`config.mk`:
```
export PLATFORM = sky130hd
export DESIGN_NAME = kaplan_meier_survival
export DESIGN_NICKNAME = d
export VERILOG_FILES = /design/src/rtl/kms_pkg.sv /design/src/rtl/kms_div.sv /design/src/rtl/kaplan_meier_survival.sv
export VERILOG_INCLUDE_DIRS = /design/src /design/src/rtl
export SDC_FILE = /design/constraint.sdc
export NUM_CORES = 2
export LEC_CHECK = 0
export BUFFER_PORTS_ARGS = -buffer_cell sky130_fd_sc_hd__buf_2
export CELL_PAD_IN_SITES_DETAIL_PLACEMENT = 0
export CELL_PAD_IN_SITES_GLOBAL_PLACEMENT = 2
export CORE_UTILIZATION = 45
export DETAILED_ROUTE_END_ITERATION = 8
export PLACE_DENSITY_LB_ADDON = 0.1
export SYNTH_ARGS = -nofsm -noshare
export SYNTH_HDL_FRONTEND = slang
export SYNTH_SLANG_ARGS = --single-unit
```
`constraint.sdc`:
```
create_clock -name i_clk -period 8.6 [get_ports i_clk]
set_input_delay 1.29 -clock i_clk [delete_from_list [all_inputs] [get_ports i_clk]]
set_output_delay 1.29 -clock i_clk [all_outputs]
set_load 0.01 [all_outputs]
```
`src/rtl/kaplan_meier_survival_assert.svh`:
```
// Assertion macros for the RTL
`ifndef KAPLAN_MEIER_SURVIVAL_ASSERT_SVH
`define KAPLAN_MEIER_SURVIVAL_ASSERT_SVH

// assert that a condition implies a consequence on the same edge
`define KMS_ASSERT_IMP(label, clk, rst_n, ante, cons) \
    label: assert property (@(posedge clk) disable iff (!rst_n) (ante) |-> (cons)) \
        else $error("assertion failed");

// assert that a condition implies a consequence on the next edge
`define KMS_ASSERT_NEXT(label, clk, rst_n, ante, cons) \
    label: assert property (@(posedge clk) disable iff (!rst_n) (ante) |=> (cons)) \
        else $error("assertion failed");

`endif

```
`src/rtl/kms_pkg.sv`:
```
`default_nettype none
package kms_pkg;
    localparam int MaxObs    = 64;
    localparam int TimeBits  = 32;
    localparam int IdxBits   = $clog2(MaxObs);
    localparam int CntBits   = $clog2(MaxObs + 1);
    localparam int SurvBits  = 17;
    localparam logic [SurvBits-1:0] OneQ16 = 17'd65536;

    typedef struct packed {
        logic [31:0] obs_time;
        logic        is_event;
        logic        is_missing;
        logic        last_obs;
    } t_in;

    typedef struct packed {
        logic [31:0]         event_time;
        logic [SurvBits-1:0] incidence;
        logic                empty_result;
        logic                overflowed;
        logic                last_result;
    } t_out;
endpackage
`default_nettype wire

```
`src/rtl/kms_div.sv`:
```
`default_nettype none
// Restoring divider: quotient = floor(num / den), one quotient bit per cycle.
module kms_div (
    input  wire logic                         i_clk,
    input  wire logic                         i_rst_n,
    input  wire logic                         i_start,
    input  wire logic [kms_pkg::SurvBits+kms_pkg::CntBits-1:0] i_num,
    input  wire logic [kms_pkg::CntBits-1:0]  i_den,
    output logic                              o_done,
    output logic [kms_pkg::SurvBits-1:0]      o_quot
);
    import kms_pkg::*;
    localparam int NumBits = SurvBits + CntBits;
    localparam int StepBits = $clog2(NumBits + 1);

    logic [NumBits-1:0]  r_num;
    logic [CntBits-1:0]  r_rem;
    logic [CntBits-1:0]  r_den;
    logic [StepBits-1:0] r_step;
    logic                r_busy;
    logic [CntBits:0]    n_rem_sh;

    assign n_rem_sh = {r_rem, r_num[NumBits-1]};

    always_ff @(posedge i_clk) begin
        if (!i_rst_n) begin
            r_busy <= 1'b0;
            o_done <= 1'b0;
            r_step <= '0;
        end else begin
            o_done <= 1'b0;
            if (i_start) begin
                r_busy <= 1'b1;
                r_num  <= i_num;
                r_den  <= i_den;
                r_rem  <= '0;
                r_step <= StepBits'(NumBits);
            end else if (r_busy) begin
                // shift in one numerator bit, subtract where it fits
                if (n_rem_sh >= {1'b0, r_den}) begin
                    r_rem <= CntBits'(n_rem_sh - {1'b0, r_den});
                    r_num <= {r_num[NumBits-2:0], 1'b1};
                end else begin
                    r_rem <= n_rem_sh[CntBits-1:0];
                    r_num <= {r_num[NumBits-2:0], 1'b0};
                end
                r_step <= r_step - 1'b1;
                if (r_step == StepBits'(1)) begin
                    r_busy <= 1'b0;
                    o_done <= 1'b1;
                end
            end
        end
    end

    // quotient bits collect in the numerator register
    assign o_quot = r_num[SurvBits-1:0];
endmodule
`default_nettype wire

```
`src/rtl/kaplan_meier_survival.sv`:
```
`default_nettype none
// Channel  Direction  Payload  Handshake
// in       input      t_in     i_in_valid / o_in_stall
// out      output     t_out    o_out_valid / i_out_stall
//
// Loading stores each accepted observation that is not missing, up to MaxObs.
// On last_obs: insertion sort over the store, each compare-and-shift through the
// states S_SRD and S_SCMP and a single memory read port; then a walk over the
// entries, with a division for each event time.
// One result is held back until the next is known, so the final one carries last_result.
// The input is stalled during sort, walk and output; a stalled output holds the sequencer.
// Reset is synchronous and returns the run to empty with survival one.
module kaplan_meier_survival (
    input  wire logic          i_clk,
    input  wire logic          i_rst_n,
    input  wire logic          i_in_valid,
    output logic               o_in_stall,
    input  wire kms_pkg::t_in  i_in,
    output logic               o_out_valid,
    input  wire logic          i_out_stall,
    output kms_pkg::t_out      o_out
);
    import kms_pkg::*;
`include "kaplan_meier_survival_assert.svh"

    typedef enum logic [3:0] {
        S_LOAD, S_SI, S_SRD, S_SCMP, S_SPUT,
        S_WRD, S_WACC, S_DIV, S_DWAIT, S_EMIT, S_FIN
    } t_state;

    t_state r_state;
    logic [TimeBits-1:0] r_tmem [MaxObs];
    logic                r_emem [MaxObs];
    logic [CntBits-1:0]  r_cnt;
    logic                r_ovf;
    logic [SurvBits-1:0] r_surv;
    logic [CntBits-1:0]  r_i, r_j;
    logic [TimeBits-1:0] r_key, r_rd_t, r_grp_t;
    logic                r_key_e, r_rd_e;
    logic [CntBits-1:0]  r_d, r_r;
    logic                r_open, r_have_out;
    t_out                r_pend;
    logic                r_div_start;
    logic                div_done;
    logic [SurvBits-1:0] div_quot;
    logic [SurvBits+CntBits-1:0] prod;
    logic                accept_in, accept_out, out_free;

    assign accept_in  = i_in_valid && !o_in_stall;
    assign accept_out = o_out_valid && !i_out_stall;
    assign out_free   = !o_out_valid || accept_out;
    assign o_in_stall = (r_state != S_LOAD);

    // S * (r - d), at most 17x7 bits
    assign prod = (SurvBits+CntBits)'(r_surv) * (SurvBits+CntBits)'(r_r - r_d);

    kms_div u_div (
        .i_clk   (i_clk),
        .i_rst_n (i_rst_n),
        .i_start (r_div_start),
        .i_num   (prod),
        .i_den   (r_r),
        .o_done  (div_done),
        .o_quot  (div_quot)
    );

    always_ff @(posedge i_clk) begin
        if (!i_rst_n) begin
            r_state     <= S_LOAD;
            r_cnt       <= '0;
            r_ovf       <= 1'b0;
            r_surv      <= OneQ16;
            o_out_valid <= 1'b0;
            r_div_start <= 1'b0;
            r_open      <= 1'b0;
            r_have_out  <= 1'b0;
        end else begin
            unique case (r_state)
                S_LOAD: begin
                    if (accept_in) begin
                        if (!i_in.is_missing) begin
                            if (r_cnt < CntBits'(MaxObs)) begin
                                r_tmem[r_cnt[IdxBits-1:0]] <= i_in.obs_time[TimeBits-1:0];
                                r_emem[r_cnt[IdxBits-1:0]] <= i_in.is_event;
                                r_cnt <= r_cnt + 1'b1;
                            end else begin
                                r_ovf <= 1'b1;
                            end
                        end
                        if (i_in.last_obs) begin
                            r_i     <= CntBits'(1);
                            r_state <= S_SI;
                        end
                    end
                end
                S_SI: begin
                    // pick up the next key to insert
                    if (r_i >= r_cnt) begin
                        r_i     <= '0;
                        r_open  <= 1'b0;
                        r_state <= S_WRD;
                    end else begin
                        r_key   <= r_tmem[r_i[IdxBits-1:0]];
                        r_key_e <= r_emem[r_i[IdxBits-1:0]];
                        r_j     <= r_i;
                        r_state <= S_SRD;
                    end
                end
                S_SRD: begin
                    if (r_j == '0) begin
                        r_state <= S_SPUT;
                    end else begin
                        r_rd_t  <= r_tmem[IdxBits'(r_j - 1'b1)];
                        r_rd_e  <= r_emem[IdxBits'(r_j - 1'b1)];
                        r_state <= S_SCMP;
                    end
                end
                S_SCMP: begin
                    if (r_rd_t > r_key) begin
                        // shift the larger entry up one place
                        r_tmem[r_j[IdxBits-1:0]] <= r_rd_t;
                        r_emem[r_j[IdxBits-1:0]] <= r_rd_e;
                        r_j     <= r_j - 1'b1;
                        r_state <= S_SRD;
                    end else begin
                        r_state <= S_SPUT;
                    end
                end
                S_SPUT: begin
                    r_tmem[r_j[IdxBits-1:0]] <= r_key;
                    r_emem[r_j[IdxBits-1:0]] <= r_key_e;
                    r_i     <= r_i + 1'b1;
                    r_state <= S_SI;
                end
                S_WRD: begin
                    // fetch entry i of the sorted store
                    if (r_i < r_cnt) begin
                        r_rd_t <= r_tmem[r_i[IdxBits-1:0]];
                        r_rd_e <= r_emem[r_i[IdxBits-1:0]];
                    end
                    r_state <= S_WACC;
                end
                S_WACC: begin
                    if (r_i < r_cnt && !r_open) begin
                        // open a group at entry i
                        r_grp_t <= r_rd_t;
                        r_r     <= r_cnt - r_i;
                        r_d     <= CntBits'(r_rd_e);
                        r_open  <= 1'b1;
                        r_i     <= r_i + 1'b1;
                        r_state <= S_WRD;
                    end else if (r_i < r_cnt && r_rd_t == r_grp_t) begin
                        r_d     <= r_d + CntBits'(r_rd_e);
                        r_i     <= r_i + 1'b1;
                        r_state <= S_WRD;
                    end else if (r_open) begin
                        // close the group; update survival only where it had an event
                        r_open <= 1'b0;
                        if (r_d != '0) begin
                            r_div_start <= 1'b1;
                            r_state     <= S_DIV;
                        end else begin
                            r_state <= S_WRD;
                        end
                    end else begin
                        r_state <= S_FIN;
                    end
                end
                S_DIV: begin
                    r_div_start <= 1'b0;
                    r_state     <= S_DWAIT;
                end
                S_DWAIT: begin
                    if (div_done) begin
                        r_surv  <= div_quot;
                        r_state <= S_EMIT;
                    end
                end
                S_EMIT: begin
                    // hold a finished result until the previous one is taken
                    if (!r_have_out || out_free) begin
                        if (r_have_out) o_out <= r_pend;
                        r_pend <= '{event_time: r_grp_t, incidence: OneQ16 - r_surv,
                                    empty_result: 1'b0, overflowed: r_ovf,
                                    last_result: 1'b0};
                        r_have_out <= 1'b1;
                        r_state    <= S_WRD;
                    end
                end
                S_FIN: begin
                    if (out_free) begin
                        if (r_have_out) begin
                            o_out <= '{event_time: r_pend.event_time,
                                       incidence: r_pend.incidence,
                                       empty_result: 1'b0,
                                       overflowed: r_pend.overflowed,
                                       last_result: 1'b1};
                        end else begin
                            o_out <= '{event_time: '0, incidence: '0, empty_result: 1'b1,
                                       overflowed: r_ovf, last_result: 1'b1};
                        end
                        r_have_out <= 1'b0;
                        r_cnt      <= '0;
                        r_ovf      <= 1'b0;
                        r_surv     <= OneQ16;
                        r_state    <= S_LOAD;
                    end
                end
                default: r_state <= S_LOAD;
            endcase
            // present a new transfer, or drop valid once the current one is taken
            if ((r_state == S_EMIT && r_have_out && out_free) || (r_state == S_FIN && out_free))
                o_out_valid <= 1'b1;
            else if (accept_out)
                o_out_valid <= 1'b0;
        end
    end

    `KMS_ASSERT_IMP(a_no_accept_busy, i_clk, i_rst_n, r_state != S_LOAD, o_in_stall)
    `KMS_ASSERT_IMP(a_cnt_range, i_clk, i_rst_n, 1'b1, r_cnt <= CntBits'(MaxObs))
    `KMS_ASSERT_NEXT(a_fin_last, i_clk, i_rst_n,
        r_state == S_FIN && out_free, o_out_valid && o_out.last_result)
    `KMS_ASSERT_NEXT(a_out_hold, i_clk, i_rst_n,
        o_out_valid && i_out_stall, o_out_valid && $stable(o_out))
endmodule
`default_nettype wire

```
# Word-level counts from Yosys, hierarchy flattened
# Memories as Yosys holds them, arrays and structs flattened. A register that Yosys moved wholly into a read port is not among the register bits.
# Index checks and enable logic that the tools add are counted.
# op_classes
order_cmp,5
reduce_logical,51
mul,1
eq_ne,32
muxes,95
n_bitwise,5
add_sub_neg,9
# ops
operator,count
52-bit two-way mux,4
32-bit two-way mux,4
52-bit one-hot mux with 2 select lines,1
7-bit two-way mux,14
32-bit one-hot mux with 2 select lines,1
24-bit two-way mux,2
4-bit one-hot mux with 11 select lines,1
1-bit two-way mux,39
17-bit two-way mux,2
2-bit inequality test (second input constant),17
17-bit one-hot mux with 2 select lines,1
32-bit equality test,1
32-bit > comparator,1
4-bit two-way mux,8
32-bit OR reduction,1
7-bit one-hot mux with 2 select lines,2
7-bit one-hot mux with 4 select lines,1
5-bit AND reduction,5
18-bit by 8-bit multiplier with 24-bit output,1
6-bit two-way mux,4
3-bit AND reduction,7
2-bit nonzero test,10
17-bit subtractor (first input constant),1
4-bit by 3-bit equality test with 1-bit output (second input constant),4
35 further kinds,66
# word_totals
ramBits,2112
memories,2
ff_bits,306
out_inout_bits,54
in_bits,39
# memory_table
memory,depth,width,rd,rd_ports_with_merged_regs,write_ports,line,source
r_tmem,64,32,2,1,1,kaplan_meier_survival.sv:32,logic [TimeBits-1:0] r_tmem [MaxObs];
r_emem,64,1,2,1,1,kaplan_meier_survival.sv:33,logic r_emem [MaxObs];

# Longest topological paths before layout
# depth
depth_word,8
depth_mapped,27
mapped_depth_nobuf,26

# Modules after synthesis
# From an unflattened synthesis, not the netlist that was laid out.
# unflattened
cells_unflattened,6561
hier_area_um2,116952.2
# modules_own_cells
module,area_per_inst_um2,n_inst,seq_area_each_um2,cells_per_inst
kaplan_meier_survival,114579.9,1,71048.1,6371
kms_div,2372.3,1,1281.2,190

# Worst setup path before layout
# No wires, ideal clock.
# synth_timing
path_type,register -> register
startpoint,register r_rd_t[13]
endpoint,memory r_emem[56] (enable)
path_stages_with_launch,10
setup_slack_ns,2.345
arrival_time_ns,5.740
synth_period_minus_slack_ns,6.255
setup_ns,0.515
path_buffers,2
path_cell_list,edfxtp_1 ha_1 nand4_2 or4_1 a21o_1 a311oi_2 o31ai_1 buf_6 clkbuf_1 o41ai_1
# synth_between
elab_chain_len,8
word_cells_on_any_way,9
classes_between,1 x order compare; 6 x mux; 1 x bitwise; 1 x reduce/logical
# synth_rtl
item,line,source
from (decl),kaplan_meier_survival.sv:38,"logic [TimeBits-1:0] r_key, r_rd_t, r_grp_t;"
from (signal assigned),kaplan_meier_survival.sv:113,r_rd_t <= r_tmem[IdxBits'(r_j - 1'b1)];
from (signal assigned),kaplan_meier_survival.sv:138,r_rd_t <= r_tmem[r_i[IdxBits-1:0]];
32-bit > comparator (*),kaplan_meier_survival.sv:119,if (r_rd_t > r_key) begin
1-bit two-way mux (*),kaplan_meier_survival.sv:119,
1-bit two-way mux (*),kaplan_meier_survival.sv:78,unique case (r_state)
1-bit two-way mux (*),kaplan_meier_survival.sv:68,if (!i_rst_n) begin
1-bit two-way mux (implied by the code) (*),kaplan_meier_survival.sv:122,r_emem[r_j[IdxBits-1:0]] <= r_rd_e;
1-bit bitwise OR (no source line) (*),--,
1-bit OR reduction (no source line),--,
6-bit two-way mux (no source line) / 1-bit two-way mux (equally long branches),--,
to (decl),kaplan_meier_survival.sv:33,
# Every way passes the cells marked *; elsewhere a longest branch is shown, timed or not.

# Worst setup path in the final report
# layout_timing
startpoint,register r_r[0]
endpoint,register u_div.r_num[20] (data pin)
# layout_between
elab_chain_len,3
# layout_rtl
item,line,source
from (decl),kaplan_meier_survival.sv:40,"logic [CntBits-1:0] r_d, r_r;"
from (signal assigned),kaplan_meier_survival.sv:147,r_r <= r_cnt - r_i;
7-bit by 7-bit subtractor with 8-bit output,kaplan_meier_survival.sv:55,assign prod = (SurvBits+CntBits)'(r_surv) * (SurvBits+CntBits)'(r_r - r_d);
18-bit by 8-bit multiplier with 24-bit output,kaplan_meier_survival.sv:55,
24-bit two-way mux,kms_div.sv:32,if (i_start) begin
to (signal assigned),kms_div.sv:34,r_num <= i_num;
to (signal assigned),kms_div.sv:42,"r_num <= {r_num[NumBits-2:0], 1'b1};"
to (signal assigned),kms_div.sv:45,"r_num <= {r_num[NumBits-2:0], 1'b0};"
to (decl),kms_div.sv:16,logic [NumBits-1:0] r_num;
# Every way passes these cells.
# A chain may end at the register's enable or synchronous reset.

==> flow_summary.yaml <==
run_status:
  status: "finished clean"
detailed_routing:
  via_count: 67400
  drc: 0
  dr.pass1.iters: 8
  wirelength_mm: 400
  viasPerCell: 6.84
  final_antenna_net_count: 0
  drt-initial-drc-count: 8852
  wl_per_cell_um: 40.6
synthesis:
  async_flop_share_pct: 0
  syn_avg_cell_area_um2: 19.2
  synth_ff_type: "edfxtp_1"
  synth_seq_area_share_pct: 62.1
  yosys_warnings: 0
  syn_area_mm2: 0.117
  synth-edff-count: 2378
  synth_cell_types: 73
  ys_ff_latch: 2424
  syn-num-nets: 6329
  synth_cells: 6081
flow_run:
  cap_violations: 0
layout:
  syn_to_final_growth_pct: 13.6
  drive_gt1_share_pct: 33.0
  final_area_mm2: 0.132
  multi_input_area_mm2: 0.0430
  num-fill-cells: 20300
  fin_cells: 9857
  regArea_mm2: 0.0723
  layout.nets: 6510
min_path:
  hold_path_class: "reg2reg"
clock_tree:
  clk_latency_ps: 930
  cts_buffers: 289
  clockBufferDepth: 4
  cts_resized: 0
  cts_max_level: 5
  cts_num_sinks: 2424
  post_cts_buffers: 0
  cts_root_buf: "clkbuf_16"
  cts_tree: "done"
  postCtsHoldBufs: 0
  clk_pin_slew_ps: 60
sta:
  skew_ps: 71.3
  worst_pin_slew_ps: 1240
  fin_tns_setup_ps: 0
  timing.final.crit_share_pct: 81.1
  final-setup-viol-count: 0
  slew_violations: 0
  hold_ws_ps: 457
  min_period_ps: 6980
  rsz0062_at_grt: "false"
  fmax_ghz: 0.143
  hold_violations: 0
  slew_headroom_pct: 17.3
setup_path:
  crit_type: "reg2reg"
  worstPathRequired_ps: 9180
  critPathSlowestCell: "o31ai_1"
  critPathTopFamily: "adder cells"
  critPathMaxStageDelay_ps: 590
  cpMostUsedCell: "fa_1"
  cp_cell_sequence: "inv_1, ha_1, inv_1, fa_1, a21o_1, a21oi_1, o21bai_1, a21oi_1, xnor2_2, and2_1, fa_1, fa_1, fa_1, inv_1, fa_1, inv_1, ha_1, o21ai_0, a211oi_1, nor4_1, o31ai_1, a2111o_1, o311ai_0"
  path_max_fanout: 17
  cp-end-kind: "flop"
  start_kind: "flop"
  crit_buf_inv: 4
  reg2reg_slack_ps: 1620
  cp.arrival_ps: 7560
place:
  dp.cells: 9351
  gp_congestion: 0.828
  portBuffers: 92
  dp_hpwl_mm: 227
  placed_cell_area_mm2: 0.123
floorplanning:
  core_mm2: 0.257
  dieWidth_um: 511
  die_h_um: 511
  row_count: 186
  boundaryPins: 93
  start_util_pct: 45.3
  dieArea_mm2: 0.261
grt:
  grt-busiest-layer: "met2"
  grt_pass1_vias: 66900
  antenna_found_initial: 16
  grt.total_usage_pct: 30.5
  grt_use_met3_pct: 6.67
  grt_pass1_wl_mm: 549
  gr-total-overflow: 0
  grt_max_degree: 107
  global_route.usage.met1_pct: 42.2
  met2_usage_pct: 47.9
pwr:
  ir_drop_v: 0.000214
  p_leak_nw: 43.1
  powerDensity_mw_per_mm2: 204
-- cells in the mapped netlist (all sizes together), types with 6 or more instances --
library cell	instances	area, um^2
a22oi	66	495
nor2b	85	532
and3	15	93.8
ha	115	1440
mux2	27	304
edfxtp	2378	71400
nand3	37	185
o21ai	76	380
o21a	19	143
o31ai	7	52.6
a31oi	16	100
nor2	189	709
xnor2	42	368
or3	12	75.1
o22ai	51	319
clkbuf	259	972
nand4	11	75.1
a21boi	6	45.0
a311oi	13	120
mux2i	237	2370
fa	94	1880
a21oi	102	510
a21o	10	75.1
o211ai	6	45.0
buf	167	827
inv	209	785
nand2	195	732
mux4	1244	28000
nand2b	11	68.8
a221oi	23	201
a211oi	57	428
dfxtp	46	921
nor3	31	155
and2	104	651
nor4	18	119
xor2	50	438
-- sequential cells by signal (all words and copies together) (netlist names), 17 cells and up, named ones only --
name         cells
o_out           52
r_rd_t          32
r_tmem        2048
r_grp_t         32
r_surv          17
r_emem          64
r_pend          50
u_div.r_num     24
r_key           32
-- worst paths after layout --
path,start,to,cells past startpoint
setup / recovery,r_r[0]$_DFFE_PP_,u_div.r_num[20]$_DFFE_PP_,23
hold / removal,r_r[0]$_DFFE_PP_,u_div.r_den[0]$_DFFE_PP_,0
hold reg to reg,r_r[0]$_DFFE_PP_,u_div.r_den[0]$_DFFE_PP_,0
setup reg to reg,r_r[0]$_DFFE_PP_,u_div.r_num[20]$_DFFE_PP_,23
-- cell families (layout without fill, tap and decap cells) --
logic type      Yosys count  count (layout)  synth area share (%)
flops                  2424            2424                  62.1
mux                    1508            1508                  26.3
simple gates            733             733                  3.10
buf+inv                 635            1021                  2.22
compound gates          479             479                  2.71
fa+ha+maj               209             209                  2.85
xor+xnor                 93              93                 0.711
other cells               0               6                     0
-- metrics by stage --
stage | setup WS [ps] | util [%] | power (W)
CTS | 1570 | 51.4 | 0.0271
detailed placement | 1590 | 47.9 | 0.0151
global route | 1150 | 51.5 | 0.0276
floorplan | 2340 | - | 0.0146
finish | 1620 | 51.5 | 0.0270
global placement | 1600 | 47.9 | 0.0151
-- per-layer routing --
metal / wire length (um) / vias up / part of all wire [%]
li1: - / 25900 / -
met1: 158000 / 36800 / 39
met2: 189000 / 4045 / 47
met3: 37900 / 672 / 9.5
met4: 15500 / 2 / 3.9
met5: 8 / - / 0.0020
-- power breakdown --
part | internal, W | leakage (nW) | total (W) | switching, W
Clock | 0.00722 | 4.49 | 0.0121 | 0.00488
Combinational | 0.000803 | 16.8 | 0.00178 | 0.000978
Sequential | 0.0130 | 21.8 | 0.0131 | 0.0000601
-- layout by cell type (no fill, tap or decap), types with 49 or more instances in the layout --
cell type,count
o22ai_4,49
nor2_1,181
clkbuf_16,293
buf_2,92
nor2b_1,83
buf_4,175
clkinv_1,49
fa_1,94
a211oi_1,57
edfxtp_1,2378
ha_1,114
mux2i_1,237
a22oi_1,64
and2_1,102
nand2_1,194
a21oi_1,93
mux4_2,1244
inv_1,209
-- area by class of cell --
type                            instances  share of cell area, %
Clock buffer                          345                   5.72
Clock inverter                        151                   1.21
Inverter                              209                  0.593
Multi-Input combinational cell       3022                   32.5
Tap cell                             3384                   3.20
Timing Repair Buffer                  316                   2.09
Antenna cell                            6                 0.0113
Sequential cell                      2424                   54.7
-- worst register-to-register path: stages, from the launching register on --
cell and delay, ps:
edfxtp_1 380, inv_1 70, ha_1 150, inv_1 50
fa_1 420, a21o_1 200, a21oi_1 300, o21bai_1 110
a21oi_1 240, xnor2_2 320, and2_1 310, fa_1 530
fa_1 440, fa_1 500, inv_1 50, fa_1 480
inv_1 50, ha_1 320, o21ai_0 190, a211oi_1 490
nor4_1 140, o31ai_1 590, a2111o_1 240, o311ai_0 110
Power figures use the tool's default switching activity.
